--- config.mk ---
export PLATFORM = sky130hd
export DESIGN_NAME = masked_box_overlap_scanner
export DESIGN_NICKNAME = d
export VERILOG_FILES = /design/src/hw/rtl/mbos_pkg.sv /design/src/hw/rtl/masked_box_overlap_scanner.sv
export SDC_FILE = /design/constraint.sdc
export NUM_CORES = 1
export LEC_CHECK = 0
export ABC_AREA = 1
export BUFFER_PORTS_ARGS = -buffer_cell sky130_fd_sc_hd__clkbuf_2
export CORE_MARGIN = 10
export CORE_UTILIZATION = 60
export CTS_CLUSTER_DIAMETER = 60
export DETAILED_ROUTE_END_ITERATION = 6
export PLACE_DENSITY = 0.75
export SETUP_SLACK_MARGIN = 0.5
export SLEW_MARGIN = 20
export SYNTH_ARGS = -nofsm -noshare
export SYNTH_HDL_FRONTEND = slang
export SYNTH_SLANG_ARGS = --single-unit
--- constraint.sdc ---
create_clock -name i_clk -period 8.3 [get_ports i_clk]
set_input_delay 0.415 -clock i_clk [delete_from_list [all_inputs] [get_ports i_clk]]
set_output_delay 0.415 -clock i_clk [all_outputs]
set_load 0.05 [all_outputs]
--- src/hw/rtl/mbos_pkg.sv ---
// ----------------------------------------------------------------------------
// mbos_pkg
// shared types, codes and constants of the masked box overlap scanner
// ----------------------------------------------------------------------------
package mbos_pkg;

    localparam int SLOT_COUNT_DEF = 8;
    localparam int KIND_COUNT_DEF = 10;

    localparam int MASK_W  = 50;
    localparam int CMD_W   = 2;
    localparam int KIND_W  = 4;
    localparam int SLOTF_W = 3;
    localparam int IN_DW   = 64;
    localparam int OUT_DW  = 8;

    localparam logic [MASK_W-1:0] MASK_LOW_RST  = 50'd289656950571600;
    localparam logic [MASK_W-1:0] MASK_HIGH_RST = 50'd1161797150020;

    typedef enum logic [CMD_W-1:0] {
        CMD_WRITE  = 2'd0,
        CMD_FREE   = 2'd1,
        CMD_SCAN   = 2'd2,
        CMD_UNUSED = 2'd3
    } t_cmd;

    typedef enum logic {
        REG_MASK_LOW  = 1'b0,
        REG_MASK_HIGH = 1'b1
    } t_reg_idx;

    typedef enum logic {
        RES_HIT  = 1'b0,
        RES_DONE = 1'b1
    } t_res_kind;

    typedef struct packed {
        logic                notify;
        logic [KIND_W-1:0]   kind;
        logic [11:0]         h;
        logic [11:0]         w;
        logic signed [15:0]  y;
        logic signed [15:0]  x;
    } t_box;

    // mask bit for kind k notified when hitting kind o; kinds above nine read as 0
    function automatic logic pair_on(input logic [MASK_W-1:0] lo,
                                     input logic [MASK_W-1:0] hi,
                                     input logic [KIND_W-1:0] k,
                                     input logic [KIND_W-1:0] o);
        logic [5:0] idx;
        logic       bit_v;
        idx   = '0;
        bit_v = 1'b0;
        if (k <= 4'd9 && o <= 4'd9) begin
            if (k < 4'd5) begin
                idx   = 6'(k) * 6'd10 + 6'(o);
                bit_v = lo[idx];
            end else begin
                idx   = 6'(k - 4'd5) * 6'd10 + 6'(o);
                bit_v = hi[idx];
            end
        end
        return bit_v;
    endfunction

endpackage

--- src/hw/rtl/masked_box_overlap_scanner.sv ---
// ----------------------------------------------------------------------------
// masked_box_overlap_scanner
// box table with pairwise overlap scan and kind-pair notify mask
// ----------------------------------------------------------------------------
// input stream: one word per command, tuser holds the command, tdata the slot
// and box fields. write and free update the table and give no output word.
// scan walks every slot pair i<j in order, one pair per cycle while the output
// takes its hit words, out of the dual-read table memory; a pair whose hit goes
// both ways holds the walk until its second word is loaded. an overlapping
// pair of valid slots emits (i,j) if i notifies and the mask allows it, then
// (j,i) likewise, on the output stream, and every scan ends with a done word
// carrying tlast. a scan covers SLOT_COUNT*(SLOT_COUNT-1)/2 pairs (28 at
// eight slots). a new command is taken once the scan has put its done word in
// the output register; that register parts the two sides, so writes proceed
// while a word still waits. when the receiver stalls, the walk holds on the
// first pair that has a hit word to emit; pairs without hits keep moving.
// reset marks all slots invalid, loads the default masks and empties the
// output. the mask port may be written at any time the block is idle.
// ----------------------------------------------------------------------------
module masked_box_overlap_scanner #(
    parameter int SLOT_COUNT = mbos_pkg::SLOT_COUNT_DEF,
    parameter int KIND_COUNT = mbos_pkg::KIND_COUNT_DEF
) (
    input  logic                          i_clk,
    input  logic                          i_rst_n,
    // slave side
    input  logic                          i_s_axis_tvalid,
    output logic                          o_s_axis_tready,
    // slot, box_x, box_y, box_w, box_h, box_kind, notify_enabled
    input  logic [mbos_pkg::IN_DW-1:0]    i_s_axis_tdata,
    // cmd
    input  logic [mbos_pkg::CMD_W-1:0]    i_s_axis_tuser,
    // master side
    output logic                          o_m_axis_tvalid,
    input  logic                          i_m_axis_tready,
    // notified_slot, partner_slot, zero pad
    output logic [mbos_pkg::OUT_DW-1:0]   o_m_axis_tdata,
    // result_kind
    output logic [0:0]                    o_m_axis_tuser,
    output logic                          o_m_axis_tlast,
    // mask registers
    input  logic                          i_cfg_we,
    input  logic                          i_cfg_idx,
    input  logic [mbos_pkg::MASK_W-1:0]   i_cfg_data
);
    import mbos_pkg::*;

    localparam int SW = (SLOT_COUNT > 1) ? $clog2(SLOT_COUNT) : 1;
    localparam logic [SW-1:0] LAST_J = SW'(SLOT_COUNT - 1);
    localparam logic [SW-1:0] LAST_I = SW'(SLOT_COUNT - 2);

    // input word fields
    logic [SLOTF_W-1:0] in_slot;
    t_box               in_box;
    t_cmd               in_cmd;
    logic               in_acc;
    logic               slot_ok;

    assign in_slot       = i_s_axis_tdata[2:0];
    assign in_box.x      = i_s_axis_tdata[18:3];
    assign in_box.y      = i_s_axis_tdata[34:19];
    assign in_box.w      = i_s_axis_tdata[46:35];
    assign in_box.h      = i_s_axis_tdata[58:47];
    assign in_box.kind   = i_s_axis_tdata[62:59];
    assign in_box.notify = i_s_axis_tdata[63];
    assign in_cmd        = t_cmd'(i_s_axis_tuser);
    assign in_acc        = i_s_axis_tvalid && o_s_axis_tready;
    assign slot_ok       = {1'b0, in_slot} < 4'(SLOT_COUNT);

    // table memory and valid bits
    t_box                   r_mem [SLOT_COUNT];
    logic [SLOT_COUNT-1:0]  r_valid;
    logic [MASK_W-1:0]      r_mask_lo;
    logic [MASK_W-1:0]      r_mask_hi;

    // pair walk
    logic          r_issuing;
    logic [SW-1:0] r_i;
    logic [SW-1:0] r_j;
    logic          r_done_pend;

    // evaluation stage
    logic          r_pv;
    logic [SW-1:0] r_pi;
    logic [SW-1:0] r_pj;
    t_box          r_a;
    t_box          r_b;
    logic          r_va;
    logic          r_vb;
    logic          r_ab_done;

    // output register
    logic                r_ovalid;
    logic [SLOTF_W-1:0]  r_onot;
    logic [SLOTF_W-1:0]  r_opart;
    t_res_kind           r_okind;
    logic                r_olast;

    logic signed [16:0] ax_end, bx_end, ay_end, by_end;
    logic               ovl;
    logic               kinds_ok;
    logic               hit_ab, hit_ba;
    logic               out_ok;
    logic               consume, advance;
    logic               ld_ab, ld_ba, ld_done, set_ab_done;

    always_comb begin
        ax_end   = 17'(r_a.x) + $signed({5'b0, r_a.w});
        bx_end   = 17'(r_b.x) + $signed({5'b0, r_b.w});
        ay_end   = 17'(r_a.y) + $signed({5'b0, r_a.h});
        by_end   = 17'(r_b.y) + $signed({5'b0, r_b.h});
        ovl      = (17'(r_a.x) < bx_end) && (ax_end > 17'(r_b.x)) &&
                   (17'(r_a.y) < by_end) && (ay_end > 17'(r_b.y));
        kinds_ok = (r_a.kind < 4'(KIND_COUNT)) && (r_b.kind < 4'(KIND_COUNT));
        hit_ab   = r_pv && r_va && r_vb && ovl && kinds_ok && r_a.notify &&
                   pair_on(r_mask_lo, r_mask_hi, r_a.kind, r_b.kind);
        hit_ba   = r_pv && r_va && r_vb && ovl && kinds_ok && r_b.notify &&
                   pair_on(r_mask_lo, r_mask_hi, r_b.kind, r_a.kind);
        out_ok   = !r_ovalid || i_m_axis_tready;

        ld_ab       = 1'b0;
        ld_ba       = 1'b0;
        set_ab_done = 1'b0;
        consume     = 1'b0;
        if (r_pv) begin
            if (hit_ab && !r_ab_done) begin
                ld_ab       = out_ok;
                consume     = out_ok && !hit_ba;
                set_ab_done = out_ok && hit_ba;
            end else if (hit_ba) begin
                ld_ba   = out_ok;
                consume = out_ok;
            end else begin
                consume = 1'b1;
            end
        end
        advance = !r_pv || consume;
        ld_done = !r_pv && !r_issuing && r_done_pend && out_ok;
    end

    assign o_s_axis_tready = !(r_issuing || r_pv || r_done_pend);

    // memory: one write port, two registered read ports
    always_ff @(posedge i_clk) begin
        if (in_acc && in_cmd == CMD_WRITE && slot_ok) begin
            r_mem[in_slot[SW-1:0]] <= in_box;
        end
        if (advance) begin
            r_a <= r_mem[r_i];
            r_b <= r_mem[r_j];
        end
    end

    always_ff @(posedge i_clk) begin
        if (!i_rst_n) begin
            r_valid     <= '0;
            r_mask_lo   <= MASK_LOW_RST;
            r_mask_hi   <= MASK_HIGH_RST;
            r_issuing   <= 1'b0;
            r_i         <= '0;
            r_j         <= '0;
            r_done_pend <= 1'b0;
            r_pv        <= 1'b0;
            r_ab_done   <= 1'b0;
            r_ovalid    <= 1'b0;
        end else begin
            if (i_cfg_we) begin
                unique case (t_reg_idx'(i_cfg_idx))
                    REG_MASK_LOW:  r_mask_lo <= i_cfg_data;
                    REG_MASK_HIGH: r_mask_hi <= i_cfg_data;
                endcase
            end

            if (in_acc) begin
                unique case (in_cmd)
                    CMD_WRITE: if (slot_ok) r_valid[in_slot[SW-1:0]] <= 1'b1;
                    CMD_FREE:  if (slot_ok) r_valid[in_slot[SW-1:0]] <= 1'b0;
                    CMD_SCAN: begin
                        r_issuing   <= 1'b1;
                        r_i         <= '0;
                        r_j         <= SW'(1);
                        r_done_pend <= 1'b1;
                    end
                    default: ;
                endcase
            end

            if (advance) begin
                r_pv <= r_issuing;
                r_pi <= r_i;
                r_pj <= r_j;
                r_va <= r_valid[r_i];
                r_vb <= r_valid[r_j];
                if (r_issuing) begin
                    if (r_j == LAST_J) begin
                        if (r_i == LAST_I) begin
                            r_issuing <= 1'b0;
                        end else begin
                            r_i <= r_i + SW'(1);
                            r_j <= r_i + SW'(2);
                        end
                    end else begin
                        r_j <= r_j + SW'(1);
                    end
                end
            end

            if (consume) begin
                r_ab_done <= 1'b0;
            end else if (set_ab_done) begin
                r_ab_done <= 1'b1;
            end

            if (ld_ab) begin
                r_ovalid <= 1'b1;
                r_onot   <= SLOTF_W'(r_pi);
                r_opart  <= SLOTF_W'(r_pj);
                r_okind  <= RES_HIT;
                r_olast  <= 1'b0;
            end else if (ld_ba) begin
                r_ovalid <= 1'b1;
                r_onot   <= SLOTF_W'(r_pj);
                r_opart  <= SLOTF_W'(r_pi);
                r_okind  <= RES_HIT;
                r_olast  <= 1'b0;
            end else if (ld_done) begin
                r_ovalid    <= 1'b1;
                r_onot      <= '0;
                r_opart     <= '0;
                r_okind     <= RES_DONE;
                r_olast     <= 1'b1;
                r_done_pend <= 1'b0;
            end else if (i_m_axis_tready) begin
                r_ovalid <= 1'b0;
            end
        end
    end

    assign o_m_axis_tvalid = r_ovalid;
    assign o_m_axis_tdata  = {2'b00, r_opart, r_onot};
    assign o_m_axis_tuser  = r_okind;
    assign o_m_axis_tlast  = r_olast;

`ifndef SYNTHESIS
    a_no_accept_busy: assert property (@(posedge i_clk) disable iff (!i_rst_n)
        (r_issuing || r_pv) |-> !o_s_axis_tready)
        else $error("command taken during scan");

    a_pair_order: assert property (@(posedge i_clk) disable iff (!i_rst_n)
        r_pv |-> (r_pi < r_pj))
        else $error("pair out of order");

    a_ab_done_stage: assert property (@(posedge i_clk) disable iff (!i_rst_n)
        r_ab_done |-> r_pv)
        else $error("half-emitted pair without stage data");

    a_done_follows: assert property (@(posedge i_clk) disable iff (!i_rst_n)
        $fell(r_issuing) |-> r_done_pend)
        else $error("scan ended without pending done");

    a_done_last: assert property (@(posedge i_clk) disable iff (!i_rst_n)
        ld_done |=> (r_ovalid && r_olast && !r_pv && !r_issuing))
        else $error("done word not last");
`endif

endmodule
==> results.py <==
metrics = {
    "timing": {
        "slew_viol_final": 0,
        "rsz0062_at_grt": "no",
        "fin_crit_sh_pct": 65.04,
        "period_needed_ns": 5.398,
        "worst_pin_slew_ns": 1.084,
        "slew-limit-headroom_pct": 27.75,
        "fin_setup_tns_ns": 0,
        "timing.fmax_mhz": 185.2,
        "fin_skew_ns": 0.03046,
        "hold_viol": 0,
        "setup_viol": 0,
    },
    "grt": {
        "antenna_found_initial": 13,
        "grt_pass1_wl_mm": 162.8,
        "grt_use_total_pct": 27.38,
        "grt_max_degree": 154,
        "grt_pass1_vias": 28890,
        "grt-ovfl-total": 0,
        "grt_use_met2_pct": 42.82,
        "met1_usage_pct": 37.54,
        "grtUsageMet3_pct": 4.897,
        "grt_busiest_layer": "met2",
    },
    "run_status": {
        "outcome": "complete, no violations",
    },
    "setup_path": {
        "crit_family": "buffers and inverters",
        "slowest_stage": "buf_4",
        "start_kind": "flop",
        "cp_max_fo": 55,
        "crit_arrival_ns": 5.65,
        "critPathBufInv": 7,
        "rr_worst_depth": 29,
        "critPathRequiredTime_ns": 8.55,
        "cp_common_cell": "nand2_1",
        "worstSetupPathType": "flop to flop",
        "max_stage_delay_ns": 0.64,
        "endpoint_kind": "flop",
        "worstSetupPathDepth": 29,
        "r2r_end": "r_a[55]$_DFFE_PN_",
        "timing.rr.start": "r_a[16]$_DFFE_PN_",
        "reg2reg_slack_ns": 2.90,
    },
    "layout": {
        "layout.cells.non_filler": 5221,
        "nFillCells": 4991,
        "multi_input_area_um2": 15220,
        "final_nets": 4572,
        "seq_area_um2": 21170,
        "drive_gt1_share_pct": 7.412,
        "syn_to_final_growth_pct": 9.118,
    },
    "power": {
        "power_density_nw_per_um2": 213.0,
        "p_int_uw": 6583,
        "leakagePower_uw": 0.01652,
        "pwr-share-comb_pct": 15.1,
        "p_sw_uw": 2482,
        "ir_worst_vdd_mv": 0.2307,
        "power_frac_clock_pct": 38.1,
        "swShare_pct": 27.38,
        "seq_power_share_pct": 46.9,
    },
    "synthesis": {
        "ys_warn_count": 0,
        "yosysTopAreaCellShare_pct": 48.12,
        "synth_compound_area_share_pct": 17.56,
        "synth_xor_area_share_pct": 1.501,
        "syn_inst": 4305,
        "yosys.area.top_type": "edfxtp_1",
        "synthesis.area_um2": 39000,
        "ys_seq_area_share_pct": 54.23,
        "synth-seq-cells": 744,
        "synthFlopType": "edfxtp_1",
        "synthAdderAreaFrac_pct": 5.094,
        "yosys.area_share.simple_pct": 14.67,
        "async_flop_share_pct": 0,
        "yosys-top-cells-area": "edfxtp_1 48%, o21ai_0 7.7%, nand2_1 6.7%",
        "synth_top_family_by_area": "compound AO/OA/AOI/OAI gates",
        "synthMuxAreaShare_pct": 0,
        "synth_edf_count": 625,
        "yosysUniqueCellTypes": 51,
        "avgSynthCellArea_um2": 9.060,
    },
    "die": {
        "design.core.area_um2": 64350,
        "start_util_pct": 60.61,
        "num_rows": 93,
        "dieArea_um2": 75600,
        "fp.dieH_um": 275.0,
        "ios": 134,
        "die_w_um": 275.0,
    },
    "job": {
        "max-cap-violations": 0,
    },
    "place": {
        "io_buffers": 131,
        "place_inst": 5063,
        "dp_hpwl_mm": 66.18,
        "gp_congestion": 0.9497,
    },
    "routing": {
        "wl_per_cell_um": 20.27,
        "vias_per_cell": 6.040,
        "drc": 0,
        "wl_mm": 105.8,
        "vias": 31530,
        "ant_nets": 0,
        "firstDrtPassIters": 6,
        "drt_iter0_markers": 3957,
    },
    "clocking": {
        "cts_buffers": 82,
        "cts_tree": "done",
        "clockBufferDepth": 3,
        "root_buffer": "clkbuf_16",
        "clkSinkCount": 744,
        "htreeDepth": 3,
        "cts.reportedPaths.clkPinSlew_ns": 0.06,
        "clkLatencyLatePin_ns": 0.64,
        "ctsResizeCount": 0,
    },
    "min_path": {
        "whs_endpoint": "r_mask_lo[45]$_SDFFE_PN0P_",
        "hp-class": "primary input to flop",
        "min_path_cells": 3,
        "hold_path.startpoint": "i_cfg_data[45]",
    },
}
[layer usage]
layer | share of wire (%) | vias up
met5 | 0.065 | -
met4 | 3.7 | 10
met3 | 8.4 | 254
met2 | 46 | 1516
met1 | 42 | 14770
li1 | - | 14980
[cells in the final DEF (no fill, tap or decap), drive strengths merged, types with 7 or more instances in the layout]
cell type and count:
xor2 46, diode 8, xnor2 20, nand3 239, nand4 18, o21ai 611, inv 425, fa 8
nor3 10, edfxtp 625, a31oi 130, o211ai 132, a21oi 353, dfxtp 119, ha 146, buf 34
a21o 7, nor2 429, clkinv 23, o22ai 7, nand2 697, clkbuf 239
[worst max path at each step]
stage | start | end | slack (ns)
global placement | r_a[56]$_DFFE_PN_ | r_a[53]$_DFFE_PN_ | 3.05
detailed placement | r_b[16]$_DFFE_PN_ | r_a[30]$_DFFE_PN_ | 2.99
floorplan | r_a[16]$_DFFE_PN_ | r_a[0]$_DFFE_PN_ | 2.17
finish | r_a[16]$_DFFE_PN_ | r_a[55]$_DFFE_PN_ | 2.90
CTS | r_a[20]$_DFFE_PN_ | r_a[29]$_DFFE_PN_ | 2.94
global route | r_a[16]$_DFFE_PN_ | r_a[54]$_DFFE_PN_ | 2.42
[cell families (layout without fill, tap and decap cells)]
logic type,Yosys count,after routing
simple gates,1403,1403
compound gates,1255,1255
flops,744,744
buf+inv,682,734
fa+ha+maj,154,154
xor+xnor,66,66
other cells,1,10
[state kept, by name, indices dropped and copies added (netlist names), 3 cells and up, named ones only]
signal / flops
r_a: 61
r_b: 61
r_i: 3
r_j: 3
r_mask_hi: 50
r_mask_lo: 50
r_mem: 488
r_onot: 3
r_opart: 3
r_pi: 3
r_pj: 3
[tightest hold or removal path, stage by stage]
cell,delay [ns]
clkbuf_2,0.09
nor2_1,0.04
nor2_1,0.08
[power by group through the flow]
stage,clock [µW],combinational [µW],sequential (µW)
4_1_cts,3490,1350,4240
3_5_place_dp,0,1330,4320
6_report,3450,1370,4250
2_1_floorplan,0,993,4280
3_3_place_gp,0,1310,4320
5_1_grt,3640,1540,4250
[layout make-up]
type / instances / area share, %
antenna: 8 / 0.04704
clock buffer: 108 / 5.110
clock inverter: 38 / 0.8085
inverter: 419 / 3.737
multi-input combinational: 2880 / 35.75
sequential: 744 / 49.74
tap: 855 / 2.514
timing repair buffer: 169 / 2.293
[Yosys cell counts, types with 7 or more instances]
cell type  instances
inv_1            408
xnor2_1           20
ha_1             146
o21ai_0          603
nor2_1           427
clkbuf_1         214
edfxtp_1         625
nand2_1          693
o22ai_1            7
dfxtp_1          119
buf_6             10
a21oi_1          351
buf_2             15
nand3_1          233
o211ai_1         132
a21o_1             7
o21ai_1            8
a31oi_1          130
nand4_1           18
fa_1               8
xor2_1            45
buf_4             11
nor3_1             9
buf_1             12
[what timing repair did]
item	in CTS	in global routing
hold endpoints to repair	4	0
hold buffers	4	0
setup buffers	0	0
[stage by stage]
step,setup WS (ns),cell area [µm²],hold WS [ns],power (µW),util (%)
final,2.902,42560,0.02597,9065,66.14
after global routing,2.419,42550,0.02165,9440,66.13
after CTS,2.936,42540,0.001304,9076,66.10
after detailed placement,2.989,39980,0.4694,5654,62.13
after global placement,3.051,39980,0.4680,5628,62.13
after floorplan,2.169,39000,0.4283,5274,-
No activity file was read; power rests on OpenSTA's default activity.
